[src/rtl/core/sidch_pkg.sv]
`timescale 1ns / 1ps
// ----------------------------------------------------------------------------
// sidch_pkg: shared types and constants of the download-code hash
// Holds the field widths and the command and status groups that link the
// controller to the datapath.
// ----------------------------------------------------------------------------
package sidch_pkg;

   localparam int unsigned ID_W    = 32;
   localparam int unsigned BYTE_W  = 8;
   localparam int unsigned WORD_W  = 32;
   localparam int unsigned TDATA_W = 40;

   // Commands from the controller to the datapath.
   typedef struct packed {
      logic load;       // latch the accepted item
      logic take_byte;  // fold the latched byte into both hashes
      logic sum;        // first term of the code
      logic mul1;       // first multiplication
      logic mul2;       // second multiplication, result out, hashes cleared
   } cmd_type;

   // Status from the datapath to the controller.
   typedef struct packed {
      logic no_byte;    // latched item carries no byte
      logic last;       // latched item ends the string
      logic out_full;   // result register cannot take a new code this cycle
   } status_type;

endpackage

[src/rtl/core/string_id_download_code_hash.sv]
`timescale 1ns / 1ps
// ----------------------------------------------------------------------------
// string_id_download_code_hash: download code from a byte string and an id
// Hashes string bytes forward and backward and combines them with the
// permuted entry id into one 32-bit code per string.
// ----------------------------------------------------------------------------
// One item is taken at a time. A byte item passes through the accept state
// and one update state in which the shared 32x32 multiplier forms the byte's
// weighted term. An item marked last then adds the sum and two products
// through the same multiplier before the code sits in the output register;
// the next item is accepted right after, even while that code still waits
// to be taken. A last item whose code finds the output register still full
// waits in the second product until it drains.
module string_id_download_code_hash (
   input  logic                             clock,
   input  logic                             reset,
   input  logic                             csr_wen,
   input  logic                             csr_wdata,   // sign_extend_bytes
   input  logic                             req_tvalid,
   output logic                             req_tready,
   input  logic [sidch_pkg::TDATA_W-1:0]    req_tdata,   // entry_id[31:0], text_byte[39:32]
   input  logic                             req_tuser,   // no_byte
   input  logic                             req_tlast,
   output logic                             rsp_tvalid,
   input  logic                             rsp_tready,
   output logic [sidch_pkg::WORD_W-1:0]     rsp_tdata    // download_code[31:0]
);

   sidch_pkg::cmd_type    cmd;
   sidch_pkg::status_type status;

   sidch_ctrl u_ctrl (
      .clock      (clock),
      .reset      (reset),
      .req_tvalid (req_tvalid),
      .req_tready (req_tready),
      .status     (status),
      .cmd        (cmd)
   );

   sidch_datapath u_datapath (
      .clock      (clock),
      .reset      (reset),
      .csr_wen    (csr_wen),
      .csr_wdata  (csr_wdata),
      .req_tdata  (req_tdata),
      .req_tuser  (req_tuser),
      .req_tlast  (req_tlast),
      .cmd        (cmd),
      .status     (status),
      .rsp_tvalid (rsp_tvalid),
      .rsp_tready (rsp_tready),
      .rsp_tdata  (rsp_tdata)
   );

endmodule

[src/rtl/core/sidch_datapath.sv]
`timescale 1ns / 1ps
// ----------------------------------------------------------------------------
// sidch_datapath: hash registers, shared multiplier and result register
// Keeps the forward and reverse hashes and forms the code through one
// 32x32 multiplier shared between the byte step and the two final products.
// ----------------------------------------------------------------------------
module sidch_datapath (
   input  logic                                  clock,
   input  logic                                  reset,
   input  logic                                  csr_wen,
   input  logic                                  csr_wdata,
   input  logic [sidch_pkg::TDATA_W-1:0]         req_tdata,
   input  logic                                  req_tuser,
   input  logic                                  req_tlast,
   input  sidch_pkg::cmd_type                    cmd,
   output sidch_pkg::status_type                 status,
   output logic                                  rsp_tvalid,
   input  logic                                  rsp_tready,
   output logic [sidch_pkg::WORD_W-1:0]          rsp_tdata
);

   logic                              sext_ff;
   logic [sidch_pkg::ID_W-1:0]        id_ff;
   logic [sidch_pkg::BYTE_W-1:0]      byte_ff;
   logic                              no_byte_ff;
   logic                              last_ff;
   logic [sidch_pkg::WORD_W-1:0]      rsum_ff,   rsum_in;
   logic [sidch_pkg::WORD_W-1:0]      weight_ff, weight_in;
   logic [sidch_pkg::WORD_W-1:0]      fsum_ff,   fsum_in;
   logic                              odd_ff,    odd_in;
   logic [sidch_pkg::WORD_W-1:0]      prod_ff,   prod_in;
   logic [sidch_pkg::WORD_W-1:0]      code_ff;
   logic                              valid_ff,  valid_in;

   logic [sidch_pkg::WORD_W-1:0]      byte_ext;
   logic [sidch_pkg::WORD_W-1:0]      perm;
   logic [sidch_pkg::WORD_W-1:0]      mul_a, mul_b, mul_p;
   logic [7:0]                        id_a, id_b, id_c, id_d;

   // Permuted identifier; an empty upper byte takes the complement of a lower one.
   always_comb begin
      id_a = id_ff[7:0];
      id_b = id_ff[15:8];
      id_c = (id_ff[23:16] == 8'h00) ? ~id_ff[15:8] : id_ff[23:16];
      id_d = (id_ff[31:24] == 8'h00) ? ~id_ff[7:0]  : id_ff[31:24];
      perm = {id_a, id_c, id_b, id_d};
   end

   assign byte_ext = sext_ff ? {{(sidch_pkg::WORD_W-sidch_pkg::BYTE_W){byte_ff[7]}}, byte_ff}
                             : {{(sidch_pkg::WORD_W-sidch_pkg::BYTE_W){1'b0}}, byte_ff};

   always_comb begin
      if (cmd.mul1) begin
         mul_a = prod_ff;
         mul_b = fsum_ff | perm;
      end else if (cmd.mul2) begin
         mul_a = prod_ff;
         mul_b = rsum_ff ^ id_ff;
      end else begin
         mul_a = byte_ext;
         mul_b = weight_ff;
      end
   end

   assign mul_p = mul_a * mul_b;

   always_comb begin
      rsum_in   = rsum_ff;
      weight_in = weight_ff;
      fsum_in   = fsum_ff;
      odd_in    = odd_ff;
      prod_in   = prod_ff;
      valid_in  = valid_ff & ~rsp_tready;
      if (cmd.take_byte) begin
         rsum_in = rsum_ff + mul_p;
         if (odd_ff) begin
            weight_in = (weight_ff << 5) + weight_ff;
            fsum_in   = (fsum_ff << 4) + fsum_ff + byte_ext;
         end else begin
            weight_in = (weight_ff << 4) + weight_ff;
            fsum_in   = (fsum_ff << 3) + fsum_ff + byte_ext;
         end
         odd_in = ~odd_ff;
      end
      if (cmd.sum) begin
         prod_in = (rsum_ff ^ perm) + (fsum_ff | id_ff);
      end
      if (cmd.mul1) begin
         prod_in = mul_p;
      end
      if (cmd.mul2) begin
         valid_in  = 1'b1;
         rsum_in   = '0;
         weight_in = {{(sidch_pkg::WORD_W-1){1'b0}}, 1'b1};
         fsum_in   = '0;
         odd_in    = 1'b0;
      end
   end

   always_ff @(posedge clock) begin
      if (reset) begin
         sext_ff   <= 1'b1;
         rsum_ff   <= '0;
         weight_ff <= {{(sidch_pkg::WORD_W-1){1'b0}}, 1'b1};
         fsum_ff   <= '0;
         odd_ff    <= 1'b0;
         valid_ff  <= 1'b0;
      end else begin
         if (csr_wen) begin
            sext_ff <= csr_wdata;
         end
         rsum_ff   <= rsum_in;
         weight_ff <= weight_in;
         fsum_ff   <= fsum_in;
         odd_ff    <= odd_in;
         valid_ff  <= valid_in;
      end
   end

   always_ff @(posedge clock) begin
      if (cmd.load) begin
         id_ff      <= req_tdata[sidch_pkg::ID_W-1:0];
         byte_ff    <= req_tdata[sidch_pkg::TDATA_W-1:sidch_pkg::ID_W];
         no_byte_ff <= req_tuser;
         last_ff    <= req_tlast;
      end
      prod_ff <= prod_in;
      if (cmd.mul2) begin
         code_ff <= mul_p;
      end
   end

   assign status.no_byte  = no_byte_ff;
   assign status.last     = last_ff;
   assign status.out_full = valid_ff & ~rsp_tready;

   assign rsp_tvalid = valid_ff;
   assign rsp_tdata  = code_ff;

endmodule

[src/rtl/core/sidch_ctrl.sv]
`timescale 1ns / 1ps
// ----------------------------------------------------------------------------
// sidch_ctrl: sequencer of the download-code hash
// Accepts one item at a time, steps the byte update and, on the last item,
// the sum and the two multiplications that form the code.
// ----------------------------------------------------------------------------
module sidch_ctrl (
   input  logic                  clock,
   input  logic                  reset,
   input  logic                  req_tvalid,
   output logic                  req_tready,
   input  sidch_pkg::status_type status,
   output sidch_pkg::cmd_type    cmd
);

   typedef enum logic [4:0] {
      S_IDLE = 5'b00001,
      S_BYTE = 5'b00010,
      S_SUM  = 5'b00100,
      S_MUL1 = 5'b01000,
      S_MUL2 = 5'b10000
   } state_type;

   state_type state_ff, state_in;
   logic      accept;

   assign req_tready = (state_ff == S_IDLE);
   assign accept     = req_tvalid & req_tready;

   always_comb begin
      state_in      = state_ff;
      cmd           = '0;
      cmd.load      = accept;
      case (state_ff)
         S_IDLE: begin
            if (accept) begin
               state_in = S_BYTE;
            end
         end
         S_BYTE: begin
            cmd.take_byte = ~status.no_byte;
            state_in      = status.last ? S_SUM : S_IDLE;
         end
         S_SUM: begin
            cmd.sum  = 1'b1;
            state_in = S_MUL1;
         end
         S_MUL1: begin
            cmd.mul1 = 1'b1;
            state_in = S_MUL2;
         end
         S_MUL2: begin
            // Hold the last product until the result register frees up.
            if (!status.out_full) begin
               cmd.mul2 = 1'b1;
               state_in = S_IDLE;
            end
         end
         default: begin
            state_in = S_IDLE;
         end
      endcase
   end

   always_ff @(posedge clock) begin
      if (reset) begin
         state_ff <= S_IDLE;
      end else begin
         state_ff <= state_in;
      end
   end

`ifndef ASSERT_OFF
   a_accept_to_byte: assert property (@(posedge clock) disable iff (reset)
      accept |=> state_ff == S_BYTE)
      else $error("accepted item not followed by byte step");

   a_no_accept_busy: assert property (@(posedge clock) disable iff (reset)
      state_ff != S_IDLE |-> !accept)
      else $error("item accepted while busy");

   a_mul2_room: assert property (@(posedge clock) disable iff (reset)
      cmd.mul2 |-> !status.out_full)
      else $error("code written over a waiting result");

   a_sum_then_mul: assert property (@(posedge clock) disable iff (reset)
      cmd.sum |=> cmd.mul1)
      else $error("first multiplication does not follow the sum");
`endif

endmodule
[config.mk]
export PLATFORM = sky130hd
export DESIGN_NAME = string_id_download_code_hash
export DESIGN_NICKNAME = d
export VERILOG_FILES = /design/src/rtl/core/sidch_pkg.sv /design/src/rtl/core/string_id_download_code_hash.sv /design/src/rtl/core/sidch_datapath.sv /design/src/rtl/core/sidch_ctrl.sv
export SDC_FILE = /design/constraint.sdc
export NUM_CORES = 2
export LEC_CHECK = 0
export BUFFER_PORTS_ARGS = -buffer_cell sky130_fd_sc_hd__clkbuf_2
export CORE_UTILIZATION = 50
export DETAILED_ROUTE_END_ITERATION = 12
export GPL_TIMING_DRIVEN = 0
export PLACE_DENSITY_LB_ADDON = 0.05
export SLEW_MARGIN = 20
export SYNTH_ARGS = -nofsm -noshare
export SYNTH_HDL_FRONTEND = slang
export SYNTH_SLANG_ARGS = --single-unit
[constraint.sdc]
create_clock -name clock -period 13.7 [get_ports clock]
set_input_delay 0.685 -clock clock [delete_from_list [all_inputs] [get_ports clock]]
set_output_delay 0.685 -clock clock [all_outputs]
set_load 0.05 [all_outputs]
==> results.py <==
metrics = {
    "outcome": {
        "status": "finished clean",
    },
    "sta": {
        "setup_viol": 0,
        "fmax_mhz": 74.0,
        "finalHoldViolations": 0,
        "fin_tns_setup_ns": 0,
        "tightest_slew_ns": 1.19,
        "skew_ns": 0.0169,
        "fin_crit_sh": 0.987,
        "fin_crit_ns": 13.52,
        "slew_viol_final": 0,
        "setup_ws_ns": 0.179,
        "relSlewSlack": 0.206,
    },
    "die": {
        "initial_core_util": 0.508,
        "die-area_mm2": 0.0684,
        "die_h_um": 261,
        "die_w_um": 261,
        "fp-row-count": 94,
        "core-area_mm2": 0.0662,
        "boundaryPins": 82,
    },
    "clock_network": {
        "cts_buffer_depth": 3,
        "h-tree-depth": 1,
        "clk_pin_slew_ns": 0.06,
        "clock_sinks": 206,
        "cts-buffers-inserted": 28,
        "cts_tree": "built",
        "postCtsHoldBufs": 0,
        "worstSkewPairLatency_ns": 0.58,
        "cts_root_buffer": "clkbuf_16",
    },
    "yosys": {
        "ys_ff_latch": 206,
        "yosysMostFrequentCell": "inv_1",
        "synth_area_mm2": 0.0337,
        "synth_top_area_share": 0.277,
        "ys_seq_area_frac": 0.154,
        "ys_types": 87,
        "synth_edf_count": 106,
        "syn_inst": 3870,
        "synth_common_cells": "516 x inv_1, 466 x fa_1, 452 x nand2_1, 421 x nor2_1, 297 x ha_1",
        "async_reset_ff_frac": 0,
        "synth_area_leader_cell": "fa_1",
        "synth_area_per_cell_um2": 8.70,
        "synth_warnings": 0,
        "ys.flop_type": "edfxtp_1",
        "synth_area_leaders": "fa_1 28%, ha_1 11%, edfxtp_1 9.5%",
        "syn_nets": 4681,
    },
    "drt": {
        "firstDrtPassIters": 6,
        "postRouteWirelength_um": 131000,
        "dr_total_vias": 29400,
        "wl_per_cell_um": 26.8,
        "antenna_left": 0,
        "vias_per_cell": 6.02,
        "route.detailed.drc": 0,
        "drtIter0Drc": 3118,
    },
    "global_route": {
        "grt_max_degree": 30,
        "grt_overflow_total": 0,
        "grt_pass1_vias": 29100,
        "grt_use_total": 0.387,
        "antenna_found_initial": 6,
        "grt_pass1_wl_um": 191000,
    },
    "final_layout": {
        "final_util": 0.551,
        "nets": 4807,
        "final_layout_size_suffix_gt1_frac": 0.0630,
        "area_growth_pct": 8.28,
    },
    "worst_setup_path": {
        "critical_path_class": "flop to flop",
        "crit_required_ns": 14.20,
        "rr_endpoint": "u_datapath.rsum_ff[31]",
        "critPathCapture": "u_datapath.rsum_ff[31]",
        "ff2ff_setup_slack_ns": 0.18,
        "slowest_stage": "o211ai_1",
        "max_stage_delay_ns": 0.68,
        "timing.rr.start": "u_ctrl.state_ff[1]",
        "startpoint": "u_ctrl.state_ff[1]",
        "reg2regPathDepth": 42,
        "crit_fanout": 10,
        "start_kind": "flop",
        "critical_path_arrival_ns": 14.02,
        "crit_path_end_kind": "flop",
        "crit_top_cell": "fa_1",
    },
    "hold_path": {
        "holdCritPathClass": "input port to flop",
        "hold_path_depth": 1,
    },
    "power_and_ir_drop": {
        "leakage_uw": 0.0170,
        "peakVddDrop_v": 0.000103,
        "power.density_mw_per_mm2": 70.2,
    },
    "place": {
        "port_buffers": 81,
        "dp_slack_ns": -0.657,
        "post-dp-hpwl_um": 107000,
        "gp_congestion": 1.08,
    },
    "job": {
        "max_cap_viol_count": 0,
    },
}
-- report_power, final --
group	switching (uW)	internal (uW)
registers	41.7	688
logic	673	370
clock network	310	475
-- worst max-delay path, delay by kind of cell, from the launching register on --
kind	cells	cell delay, ns
compound gates	11	2.88
simple gates	9	2.54
xor+xnor	2	0.69
flops	1	0.29
buf+inv	10	2.19
fa+ha+maj	10	4.81
-- final cells by class --
| type | count | area, um^2 |
|---|---|---|
| Timing Repair Buffer | 96 | 549 |
| Inverter | 518 | 1950 |
| Clock buffer | 38 | 822 |
| Clock inverter | 12 | 150 |
| Tap cell | 864 | 1080 |
| Sequential cell | 206 | 5180 |
| Antenna cell | 1 | 2.50 |
| Buffer | 141 | 579 |
| Fill cell | 6369 | 29800 |
| Multi-Input combinational cell | 3005 | 26100 |
-- flip-flops by register name, summed over array words and instances, names as in the netlist --
signal,flops
u_datapath.fsum_ff,32
u_datapath.rsum_ff,32
u_datapath.sext_ff,1
u_datapath.weight_ff,28
u_ctrl.state_ff,5
u_datapath.last_ff,1
u_datapath.rsp_tdata,32
u_datapath.no_byte_ff,1
u_datapath.id_ff,32
u_datapath.byte_ff,8
u_datapath.odd_ff,1
u_datapath.rsp_tvalid,1
u_datapath.prod_ff,32
-- cell usage in the layout, fill, tap and decap left out, types with 23 or more instances in the layout --
cell | synthesis | routed
a211oi_1 | 54 | 53
inv_1 | 516 | 515
clkbuf_16 | 0 | 31
o211ai_1 | 25 | 25
o21ai_0 | 144 | 144
nand2b_1 | 41 | 41
xnor2_1 | 176 | 172
nor3_1 | 64 | 64
ha_1 | 297 | 297
edfxtp_1 | 106 | 106
clkbuf_2 | 0 | 84
a21o_1 | 95 | 95
o21a_1 | 33 | 33
nor2_1 | 421 | 420
fa_1 | 466 | 466
nand3_1 | 34 | 34
nand2_1 | 452 | 452
o21bai_1 | 27 | 27
a21oi_1 | 236 | 232
xor2_1 | 83 | 81
dfxtp_1 | 100 | 100
or2_2 | 30 | 30
or3_1 | 27 | 27
and2_1 | 23 | 23
clkbuf_1 | 105 | 107
-- metrics by stage --
step           total power (uW)  instance area [um^2]  instances  hold slack [ns]
6_report                   2560                 36500       4881            0.276
3_5_place_dp               1750                 35400       4828            0.484
3_3_place_gp               1740                 35200       4815            0.464
2_1_floorplan              1390                 33700       3870            0.447
5_1_grt                    2670                 36500       4880            0.265
4_1_cts                    2540                 36400       4878            0.264
-- layer usage --
metal | GRT usage | share of wire | vias up
li1 | - | - | 13000
met4 | 0.217 | 0.069 | 2
met5 | 0 | 0.000084 | -
met3 | 0.0632 | 0.091 | 392
met1 | 0.510 | 0.40 | 14500
met2 | 0.608 | 0.44 | 1500
-- timing repair --
| item | 4_1_cts | 5_1_grt |
|---|---|---|
| setup endpoints to repair | 3 | 5 |
| pin swaps | 0 | 1 |
| gates resized for setup | 4 | 10 |
| setup buffers | 0 | 2 |
-- logic make-up after synthesis --
kind of cell,share of synthesized area
xor gates and xnor gates,0.0759
and+or+nand+nor,0.156
buffers and inverters,0.0746
DFF,0.154
muxes,0.00479
AOI/OAI and AO/OA,0.147
adders and majority gates,0.387
-- how the worst min path moves through the flow --
stage                        startpoint                  endpoint
6_report                      req_tlast        u_datapath.last_ff
2_1_floorplan  u_datapath.weight_ff[31]  u_datapath.weight_ff[31]
3_3_place_gp   u_datapath.weight_ff[31]  u_datapath.weight_ff[31]
3_5_place_dp   u_datapath.weight_ff[31]  u_datapath.weight_ff[31]
4_1_cts                   req_tdata[37]     u_datapath.byte_ff[5]
5_1_grt                       req_tlast        u_datapath.last_ff
No activity file was read; power rests on OpenSTA's default activity.
